[config.mk]
export PLATFORM = sky130hd
export DESIGN_NAME = bounded_stack_with_search_flat
export DESIGN_NICKNAME = d
export VERILOG_FILES = /design/src/design/bsws_pkg.sv /design/src/design/bsws_if.sv /design/src/design/bounded_stack_with_search.sv /design/src/flat_wrapper.sv
export SDC_FILE = /design/constraint.sdc
export NUM_CORES = 2
export LEC_CHECK = 0
export BUFFER_PORTS_ARGS = -buffer_cell sky130_fd_sc_hd__buf_2
export CORE_MARGIN = 4
export CORE_UTILIZATION = 50
export CTS_BUF_LIST = sky130_fd_sc_hd__clkbuf_4
export DETAILED_ROUTE_END_ITERATION = 10
export PLACE_DENSITY = 0.77
export SLEW_MARGIN = 20
export SYNTH_ARGS = -nofsm -noshare
export SYNTH_HDL_FRONTEND = slang
export SYNTH_SLANG_ARGS = --single-unit
[constraint.sdc]
create_clock -name clk -period 11.85 [get_ports clk]
set_input_delay 2.37 -clock clk [delete_from_list [all_inputs] [get_ports clk]]
set_output_delay 2.37 -clock clk [all_outputs]
set_load 0.1 [all_outputs]
[src/design/bsws_pkg.sv]
`timescale 1ns / 1ps
// Package for the bounded stack with search: sizes, mode and status codes,
// and the request and response beat types. No dependencies.
package bsws_pkg;

  localparam int DEPTH  = 64;
  localparam int ADDR_W = $clog2(DEPTH);
  localparam int CNT_W  = 7;
  localparam int WORD_W = 32;
  localparam int IDX_W  = 6;

  localparam logic [2:0] MODE_PUSH   = 3'd0;
  localparam logic [2:0] MODE_POP    = 3'd1;
  localparam logic [2:0] MODE_PEEK   = 3'd2;
  localparam logic [2:0] MODE_CLEAR  = 3'd3;
  localparam logic [2:0] MODE_SEARCH = 3'd4;

  localparam logic [1:0] STAT_OK    = 2'd0;
  localparam logic [1:0] STAT_FULL  = 2'd1;
  localparam logic [1:0] STAT_EMPTY = 2'd2;

  typedef struct packed {
    logic [2:0]               mode;
    logic signed [WORD_W-1:0] value;
  } req_t;

  typedef struct packed {
    logic [1:0]               status;
    logic signed [WORD_W-1:0] data;
    logic                     found;
    logic [IDX_W-1:0]         found_index;
    logic [CNT_W-1:0]         count;
    logic                     is_empty;
    logic                     is_full;
  } rsp_t;

endpackage

[src/design/bsws_if.sv]
`timescale 1ns / 1ps
// Handshake channel interfaces for requests, responses and configuration.
// Depends on bsws_pkg for the beat types.
interface bsws_req_if import bsws_pkg::*; ();
  logic valid;
  logic ready;
  req_t payload;
  modport source (output valid, output payload, input ready);
  modport sink (input valid, input payload, output ready);
endinterface

interface bsws_rsp_if import bsws_pkg::*; ();
  logic valid;
  logic ready;
  rsp_t payload;
  modport source (output valid, output payload, input ready);
  modport sink (input valid, input payload, output ready);
endinterface

interface bsws_cfg_if import bsws_pkg::*; ();
  logic             valid;
  logic             ready;
  logic [CNT_W-1:0] capacity;
  modport source (output valid, output capacity, input ready);
  modport sink (input valid, input capacity, output ready);
endinterface

[src/design/bounded_stack_with_search.sv]
`timescale 1ns / 1ps
// Top level of the bounded stack with search: entry memory, control sequencer
// and response register. Depends on bsws_pkg and the interfaces in bsws_if.
//
//   channel  role   beat
//   req      sink   mode, value
//   rsp      source status, data, found, found_index, count, is_empty, is_full
//   cfg      sink   capacity
//
// Push, clear and unused modes finish on acceptance, and pop and peek first read the top entry
// unless the stack is empty. A search ends at once on an empty stack, else at the first match or
// after the bottom entry, since the single memory read port scans one entry per cycle from the top down.
// Reset empties the stack and sets the capacity to the full depth.
// A finished response waits in a holding register while the output stalls.
module bounded_stack_with_search import bsws_pkg::*; (
  input  logic       clk,
  input  logic       rst,
  bsws_req_if.sink   req,
  bsws_rsp_if.source rsp,
  bsws_cfg_if.sink   cfg
);

  typedef enum logic [3:0] {
    ST_IDLE = 4'b0001,
    ST_READ = 4'b0010,
    ST_SCAN = 4'b0100,
    ST_EMIT = 4'b1000
  } state_t;

  localparam logic [CNT_W-1:0] DEPTH_C = CNT_W'(DEPTH);

  logic [WORD_W-1:0] mem [DEPTH];
  logic [WORD_W-1:0] rdata;
  logic [ADDR_W-1:0] raddr;
  logic              we;

  state_t            state, state_next;
  logic [CNT_W-1:0]  top, top_next;
  logic [CNT_W-1:0]  top_m1;
  logic [CNT_W-1:0]  cap;
  logic [WORD_W-1:0] key;
  logic [ADDR_W-1:0] scan_idx, scan_idx_next;
  rsp_t              res, res_next;
  rsp_t              out_data, out_data_next;
  logic              out_valid, out_valid_next;
  logic              out_free;
  logic              fin;
  rsp_t              fin_rsp;
  logic              accept;

  assign top_m1   = top - 1'b1;
  assign out_free = !out_valid || rsp.ready;
  assign req.ready = (state == ST_IDLE);
  assign accept   = req.valid && req.ready;
  assign cfg.ready = 1'b1;
  assign rsp.valid = out_valid;
  assign rsp.payload = out_data;

  // Accesses never overlap: one item is in flight and a push writes before any later read.
  always_ff @(posedge clk) begin
    if (we) begin
      mem[top[ADDR_W-1:0]] <= req.payload.value;
    end
    rdata <= mem[raddr];
  end

  always_comb begin
    state_next     = state;
    top_next       = top;
    scan_idx_next  = scan_idx;
    res_next       = res;
    out_data_next  = out_data;
    out_valid_next = out_valid && !rsp.ready;
    we             = 1'b0;
    raddr          = top_m1[ADDR_W-1:0];
    fin            = 1'b0;
    fin_rsp        = '0;
    case (state)
      ST_IDLE: begin
        if (accept) begin
          case (req.payload.mode)
            MODE_PUSH: begin
              fin = 1'b1;
              if (top >= cap || top >= DEPTH_C) begin
                fin_rsp.status = STAT_FULL;
              end else begin
                we       = 1'b1;
                top_next = top + 1'b1;
              end
            end
            MODE_POP, MODE_PEEK: begin
              if (top == '0) begin
                fin            = 1'b1;
                fin_rsp.status = STAT_EMPTY;
              end else begin
                state_next = ST_READ;
                if (req.payload.mode == MODE_POP) begin
                  top_next = top_m1;
                end
              end
            end
            MODE_CLEAR: begin
              fin      = 1'b1;
              top_next = '0;
            end
            MODE_SEARCH: begin
              if (top == '0) begin
                fin = 1'b1;
              end else begin
                scan_idx_next = top_m1[ADDR_W-1:0];
                state_next    = ST_SCAN;
              end
            end
            default: begin
              fin = 1'b1;
            end
          endcase
        end
      end
      ST_READ: begin
        fin          = 1'b1;
        fin_rsp.data = rdata;
      end
      ST_SCAN: begin
        if (rdata == key) begin
          fin                 = 1'b1;
          fin_rsp.found       = 1'b1;
          fin_rsp.found_index = IDX_W'(scan_idx);
        end else if (scan_idx == '0) begin
          fin = 1'b1;
        end else begin
          scan_idx_next = scan_idx - 1'b1;
          raddr         = scan_idx - 1'b1;
        end
      end
      ST_EMIT: begin
        if (out_free) begin
          out_data_next  = res;
          out_valid_next = 1'b1;
          state_next     = ST_IDLE;
        end
      end
      default: begin
        state_next = ST_IDLE;
      end
    endcase
    fin_rsp.count    = top_next;
    fin_rsp.is_empty = (top_next == '0);
    fin_rsp.is_full  = (top_next >= cap);
    if (fin) begin
      if (out_free) begin
        out_data_next  = fin_rsp;
        out_valid_next = 1'b1;
        state_next     = ST_IDLE;
      end else begin
        res_next   = fin_rsp;
        state_next = ST_EMIT;
      end
    end
  end

  always_ff @(posedge clk) begin
    if (rst) begin
      state     <= ST_IDLE;
      top       <= '0;
      cap       <= DEPTH_C;
      out_valid <= 1'b0;
    end else begin
      state     <= state_next;
      top       <= top_next;
      out_valid <= out_valid_next;
      if (cfg.valid && cfg.ready) begin
        cap <= (cfg.capacity > DEPTH_C) ? DEPTH_C : cfg.capacity;
      end
    end
  end

  always_ff @(posedge clk) begin
    scan_idx <= scan_idx_next;
    res      <= res_next;
    out_data <= out_data_next;
    if (accept) begin
      key <= req.payload.value;
    end
  end

  a_top_bound: assert property (@(posedge clk) disable iff (rst) top <= DEPTH_C)
    else $error("Stack pointer exceeds the depth.");

  a_push_grows: assert property (@(posedge clk) disable iff (rst)
    (accept && req.payload.mode == MODE_PUSH && top < cap) |=> top == $past(top) + 1'b1)
    else $error("Accepted push did not grow the stack.");

  a_full_flag: assert property (@(posedge clk) disable iff (rst)
    (rsp.valid && rsp.payload.status == STAT_FULL) |-> rsp.payload.is_full)
    else $error("Refused push reported without the full flag.");

  a_found_below: assert property (@(posedge clk) disable iff (rst)
    (rsp.valid && rsp.payload.found) |-> {1'b0, rsp.payload.found_index} < rsp.payload.count)
    else $error("Search hit lies above the top of the stack.");

endmodule
[src/flat_wrapper.sv]
// flat-port wrapper written by rule: the top's interface ports become plain ports
module bounded_stack_with_search_flat import bsws_pkg::*;
  (clk, rst, req_valid, req_payload, req_ready, rsp_valid, rsp_payload, rsp_ready, cfg_valid, cfg_capacity, cfg_ready);
  bsws_req_if req_i ();
  bsws_rsp_if rsp_i ();
  bsws_cfg_if cfg_i ();
  input  logic clk;
  input  logic rst;
  input wire logic [$bits(req_i.valid)-1:0] req_valid;
  input wire logic [$bits(req_i.payload)-1:0] req_payload;
  output wire logic [$bits(req_i.ready)-1:0] req_ready;
  output wire logic [$bits(rsp_i.valid)-1:0] rsp_valid;
  output wire logic [$bits(rsp_i.payload)-1:0] rsp_payload;
  input wire logic [$bits(rsp_i.ready)-1:0] rsp_ready;
  input wire logic [$bits(cfg_i.valid)-1:0] cfg_valid;
  input wire logic [$bits(cfg_i.capacity)-1:0] cfg_capacity;
  output wire logic [$bits(cfg_i.ready)-1:0] cfg_ready;
  assign req_i.valid = req_valid;
  assign req_i.payload = req_payload;
  assign req_ready = req_i.ready;
  assign rsp_valid = rsp_i.valid;
  assign rsp_payload = rsp_i.payload;
  assign rsp_i.ready = rsp_ready;
  assign cfg_i.valid = cfg_valid;
  assign cfg_i.capacity = cfg_capacity;
  assign cfg_ready = cfg_i.ready;
  bounded_stack_with_search u_core (.clk(clk), .rst(rst), .req(req_i), .rsp(rsp_i), .cfg(cfg_i));
endmodule
Word-level counts from Yosys, hierarchy flattened
Memory sizes are Yosys's and may differ from the RTL's. A register that Yosys moved wholly into a read port is not among the register bits.
Index checks and enable logic that the tools add are counted.
{"block": "op_classes", "muxes": 52, "magnitude_cmp": 4, "n_bitwise": 1, "addsub": 3, "eq_ne": 20, "reduce_logical": 17}
{"op": "2-to-1 mux 50 bit", "n": 4}
{"op": "2-to-1 mux 7 bit", "n": 8}
{"op": "2-to-1 mux 6 bit", "n": 8}
{"op": "equality test 32 bit", "n": 1}
{"op": "2-to-1 mux 32 bit", "n": 1}
{"op": "2-to-1 mux 4 bit", "n": 6}
{"op": "case mux 7 bit (3 select lines)", "n": 1}
{"op": "2-to-1 mux 1 bit", "n": 16}
{"op": ">= comparator 7 bit", "n": 2}
{"op": "logical NOT 7 bit", "n": 2}
{"op": "inequality test 4 bit (second input constant)", "n": 3}
{"op": "case mux 4 bit (3 select lines)", "n": 1}
{"op": "case mux 6 bit (2 select lines)", "n": 1}
{"op": "AND reduction 6 bit", "n": 2}
{"op": "inequality test 2 bit (second input constant)", "n": 5}
{"op": "case mux 4 bit (2 select lines)", "n": 1}
{"op": "adder 7 x 1 -> 7 bit (second input constant)", "n": 1}
{"op": ">= comparator 7 bit (second input constant)", "n": 1}
{"op": "greater-than comparator 7 bit (second input constant)", "n": 1}
{"op": "subtractor 7 x 1 -> 7 bit (second input constant)", "n": 1}
{"op": "equality test 3 x 2 -> 1 bit (second input constant)", "n": 2}
{"op": "logical NOT 6 bit", "n": 1}
{"op": "2-to-1 mux 2 bit", "n": 3}
{"op": "subtractor 6 x 1 -> 6 bit (second input constant)", "n": 1}
{"op": "20 further kinds", "n": 24}
{"block": "word_totals", "ff_bits": 157, "elab_cells": 118, "output_inout_bits": 53, "ramBits": 2048, "n_memories": 1, "in_bits": 47}
{"memory": "u_core.mem", "words": 64, "width": 32, "rd": 1, "rd_clocked_by_memory_dff": 1, "write_ports": 1, "line_no": "bounded_stack_with_search.sv:32", "source": "logic [WORD_W-1:0] mem [DEPTH];"}

Logic depth before layout (Yosys ltp)
{"block": "depth", "ltp_word": 9, "mapped_depth": 23, "mapped_depth_nobuf": 22}

Worst setup path after synthesis
Ideal clock, no wire load.
{"block": "synth_timing", "path_kind": "reg2reg", "from": "register u_core.state[0]", "to": "memory u_core.mem[56][0] (enable)", "slack_ns": 3.294, "path_stages_with_launch": 10, "setup_time_ns": 0.468, "period_less_slack_ns": 8.556, "n_path_buf": 2, "arrival_time_ns": 8.088, "required_time_ns": 11.382, "cell_sequence": "dfxtp_1 nor4b_1 nand2_1 inv_1 nand2b_1 clkbuf_1 nor2_1 and3_1 clkbuf_1 nor3b_1"}
{"block": "synth_between", "elab_chain_cells": 6}
{"item": "start: declaration", "line_no": "bounded_stack_with_search.sv:37", "source": "state_t state, state_next;"}
{"item": "start signal: assignment", "line_no": "bounded_stack_with_search.sv:169", "source": "state <= state_next;"}
{"item": "equality test 4 x 1 -> 1 bit", "line_no": "bounded_stack_with_search.sv:53", "source": "assign req.ready = (state == ST_IDLE);"}
{"item": "via req_ready", "line_no": "flat_wrapper.sv:11", "source": "output wire logic [$bits(req_i.ready)-1:0] req_ready;"}
{"item": "logical AND 1 bit", "line_no": "bounded_stack_with_search.sv:54", "source": "assign accept = req.valid && req.ready;"}
{"item": "via u_core.accept", "line_no": "bounded_stack_with_search.sv:49", "source": "logic accept;"}
{"item": "2-to-1 mux 1 bit", "line_no": "bounded_stack_with_search.sv:80", "source": "if (accept) begin"}
{"item": "2-to-1 mux 1 bit", "line_no": "bounded_stack_with_search.sv:78", "source": "case (state)"}
{"item": "2-to-1 mux 1 bit", "line_no": "bounded_stack_with_search.sv:61", "source": "if (we) begin"}
{"item": "2-to-1 mux 1 bit (not written as such)", "line_no": "bounded_stack_with_search.sv:62", "source": "mem[top[ADDR_W-1:0]] <= req.payload.value;"}
{"item": "end: declaration", "line_no": "bounded_stack_with_search.sv:32"}
The timed path passes the listed nets, and every way through them passes these cells.

Worst setup path in the final report
{"block": "layout_timing", "from": "register u_core.key[17]", "to": "register u_core.rdata[28], read port of u_core.mem"}
{"block": "layout_between", "elab_chain_cells": 3}
{"item": "start: declaration", "line_no": "bounded_stack_with_search.sv:41", "source": "logic [WORD_W-1:0] key;"}
{"item": "start signal: assignment", "line_no": "bounded_stack_with_search.sv:183", "source": "key <= req.payload.value;"}
{"item": "equality test 32 bit", "line_no": "bounded_stack_with_search.sv:125", "source": "if (rdata == key) begin"}
{"item": "2-to-1 mux 6 bit", "line_no": "bounded_stack_with_search.sv:125"}
{"item": "2-to-1 mux 6 bit", "line_no": "bounded_stack_with_search.sv:78"}
{"item": "end: declaration", "line_no": "bounded_stack_with_search.sv:33", "source": "logic [WORD_W-1:0] rdata;"}
No other way between the ends.
A chain may end at the register's enable or synchronous reset.

==> summary.txt <==
Placed design
  – Number of I/O port buffers: 98
  – Gp weighted congestion: 0.910
  – Placed cells: 8394
  – Worst Setup Slack post-DPL: 5.40 ns
  – Area after DPL: 91900 um2
  – Hpwl dp: 129000 um

Power
  – Max rail drop VDD: 0.0755 mV
  – P per Cell Area: 157 nW/um2
  – Total power: 15.5 mW
  – Lkg Pwr: 33.6 nW

Timing
  – Hold violation count in the final report: 0
  – Setup WS post-layout: 5.23 ns
  – Fin crit share: 55.9%
  – Slew margin rel.: 9.46%
  – Final Max Tran Viols: 0
  – Peak Freq: 151 MHz
  – Final TNS setup: 0 ns
  – Tmin final: 6.62 ns
  – Slew @ Worst Pin: 1.35 ns
  – Hold Slack: 0.462 ns
  – Final setup viols: 0
  – RSZ-0062 raised after global routing: no
  – Clk_skew: 0.107 ns

Floorplan
  – Initial Utilization: 50.4%
  – Row count: 153
  – Die W: 427 um
  – Die height: 427 um
  – I/O pin count: 100
  – Core Area: 174000 um2
  – Die area: 183000 um2

Final layout
  – P&R area growth vs syn: 12.3%
  – Layout Utilization: 56.6%
  – Layout fillers: 13100
  – Share of layout cells above drive strength 1: 19.0%
  – Most common cell after layout, fill and taps aside: edfxtp_1
  – Cell area after layout: 98800 um2
  – Nets: 6705
  – Commonest cells after routing, fill and taps aside: 2136 x edfxtp_1, 1482 x nand2_1, 806 x clkbuf_4
  – Fin cells: 9339

Routing
  – Via Count: 57200
  – Final WL: 244000 um
  – Vias per cell: 6.12
  – 1st-iter DRT viols: 8986
  – Detailed Routing Iterations Pass 1: 6
  – Wirelength per Cell: 26.1 um
  – Post-route antenna net violation count: 0
  – Drc violations: 0

Logic synthesis
  – Flops & latches, synth: 2237
  – Number of synthesized flops with an enable pin: 2136
  – Mapped Area: 88000 um2
  – Post-Syn Instances: 6197
  – Register area share after synthesis: 75.2%
  – Async S/R FF share, synth: 0%
  – Post-synthesis cell type count: 71
  – Ys flop type: edfxtp_1
  – Syn Area/Cell: 14.2 um2
  – Synth Net Count: 6261
  – Yosys warning count: 0

Worst setup path
  – Worst Path Max Fanout: 69
  – Worst setup SP type: register
  – CP endpoint kind: register
  – Worst R2R Start: u_core.key[17]$_DFFE_PP_
  – Reg2reg end: u_core.rdata[28]$_DFF_P_
  – Worst Path Required: 13.05 ns
  – Worst r2r path cells: 12
  – R2r setup slk: 5.23 ns
  – Arrival @ worst endpoint: 7.82 ns
  – WS Path Type: register to register

Clock network
  – Post-CTS setup buffer count: 0
  – Resized cells post-CTS: 0
  – Hold_buf cts: 0
  – Clock sink count: 2237
  – Longest Clk Path Bufs: 4
  – TritonCTS clock tree: done
  – # H-tree levels: 6
  – Worst-Skew Late Latency: 1.33 ns
  – Clock slew at reported path FFs: 0.07 ns
  – Root buffer cell: clkbuf_4
  – Num CTS Buffers: 568

Worst hold path
  – Worst Hold Launch: u_core.rsp.payload[5]$_DFF_P_
  – Hold Crit Endpoint: u_core.rsp.payload[5]$_DFF_P_
  – Hold Path Class: register to register
  – WHS Path Cells: 2

GRT
  – First-pass GRT wire length: 357000 um
  – Grt total ovfl: 0
  – Tot GR Track Use: 26.4%
  – Antenna violations before repair: 21
  – Vias in the first global route: 55900
  – Largest net degree at the start of global routing: 164

Run
  – Max Cap Viol: 0

Run status
  – Outcome: complete, no violations
cells in the mapped netlist (9+ instances only):
cell type,count,share of area (%)
a31oi_1,37,0.26
a2111oi_0,60,0.60
mux2i_1,185,2.1
a21oi_1,263,1.5
nand2_1,1486,6.3
o32ai_1,62,0.62
clkbuf_1,233,0.99
o21bai_1,32,0.27
a211oi_1,62,0.53
nor3_1,12,0.068
xor2_1,37,0.37
o21ai_0,59,0.34
mux4_2,61,1.6
o31a_1,30,0.30
nand3_1,405,2.3
edfxtp_1,2136,73
o22ai_1,9,0.064
inv_1,19,0.081
and2_1,47,0.33
buf_1,58,0.25
and3_1,127,0.90
o32a_1,31,0.35
dfxtp_1,101,2.3
nand2b_1,13,0.092
a311oi_1,66,0.66
nor2_1,210,0.90
mux2_2,35,0.45
ha_1,17,0.24
or4_1,31,0.26
buf_4,14,0.12
nand4_1,9,0.064
nor4_1,74,0.53
buf_2,88,0.50
worst max path at each step:
stage	start	end
4_1_cts	u_core.key[17]$_DFFE_PP_	u_core.rdata[27]$_DFF_P_
2_1_floorplan	u_core.state[0]$_SDFFE_PP1P_	u_core.mem[56][0]$_DFFE_PP_
3_5_place_dp	u_core.key[17]$_DFFE_PP_	u_core.rdata[27]$_DFF_P_
6_report	u_core.key[17]$_DFFE_PP_	u_core.rdata[28]$_DFF_P_
5_1_grt	u_core.key[17]$_DFFE_PP_	u_core.rdata[27]$_DFF_P_
3_3_place_gp	u_core.key[15]$_DFFE_PP_	u_core.rdata[15]$_DFF_P_
kinds of logic after synthesis:
| logic type | count (synthesis) | synth area share (%) |
|---|---|---|
| and+or+nand+nor | 2448 | 12.1 |
| DFF | 2237 | 75.2 |
| AOI/OAI and AO/OA | 751 | 5.87 |
| buffers and inverters | 418 | 2.01 |
| muxes | 283 | 4.16 |
| xor gates and xnor gates | 42 | 0.418 |
| adders and majority gates | 17 | 0.242 |
| other | 1 | 0.00426 |
routing by layer:
layer  GRT usage (%)  vias to the layer above  wire [um]
met5           0.134                        -         87
met4            12.4                       12      10800
met3            8.42                      590      36600
met2            39.0                     4224     108000
met1            35.7                    27800      88600
li1                -                    24500          -
final cells by class:
class	instances	area, um2	area share (%)
well taps	2325	2910	2.94
inverters	20	75.1	0.0760
clock inverters	117	667	0.675
diodes	20	50.0	0.0507
flip-flops and latches	2237	66200	67.0
multi-input cells	3542	20800	21.1
repair buffers	272	2020	2.05
clock buffers	806	6050	6.13
power breakdown:
group	internal (mW)	switching (mW)	total [mW]
combinational	0.114	0.412	0.525
sequential	8.68	0.0168	8.69
clock	3.28	2.96	6.24
registers in the layout (all words and copies together), names as in the netlist:
register,count
u_core.rdata,32
u_core.res,50
u_core.state,4
u_core.top,7
u_core.mem,2048
u_core.rsp.valid,1
u_core.cap,7
u_core.key,32
u_core.scan_idx,6
u_core.rsp.payload,50
worst max-delay path, stage by stage, from the launching register on:
cell	delay (ns)
edfxtp_1	0.40
xor2_1	0.16
nor4_1	0.43
nand4_1	0.52
nor3_2	0.61
a2bb2oi_4	0.34
buf_4	0.54
nand2b_4	0.82
buf_4	0.95
o32ai_1	0.31
a211oi_1	0.54
a211oi_1	0.21
or4_1	0.54
Power figures use the tool's default switching activity.
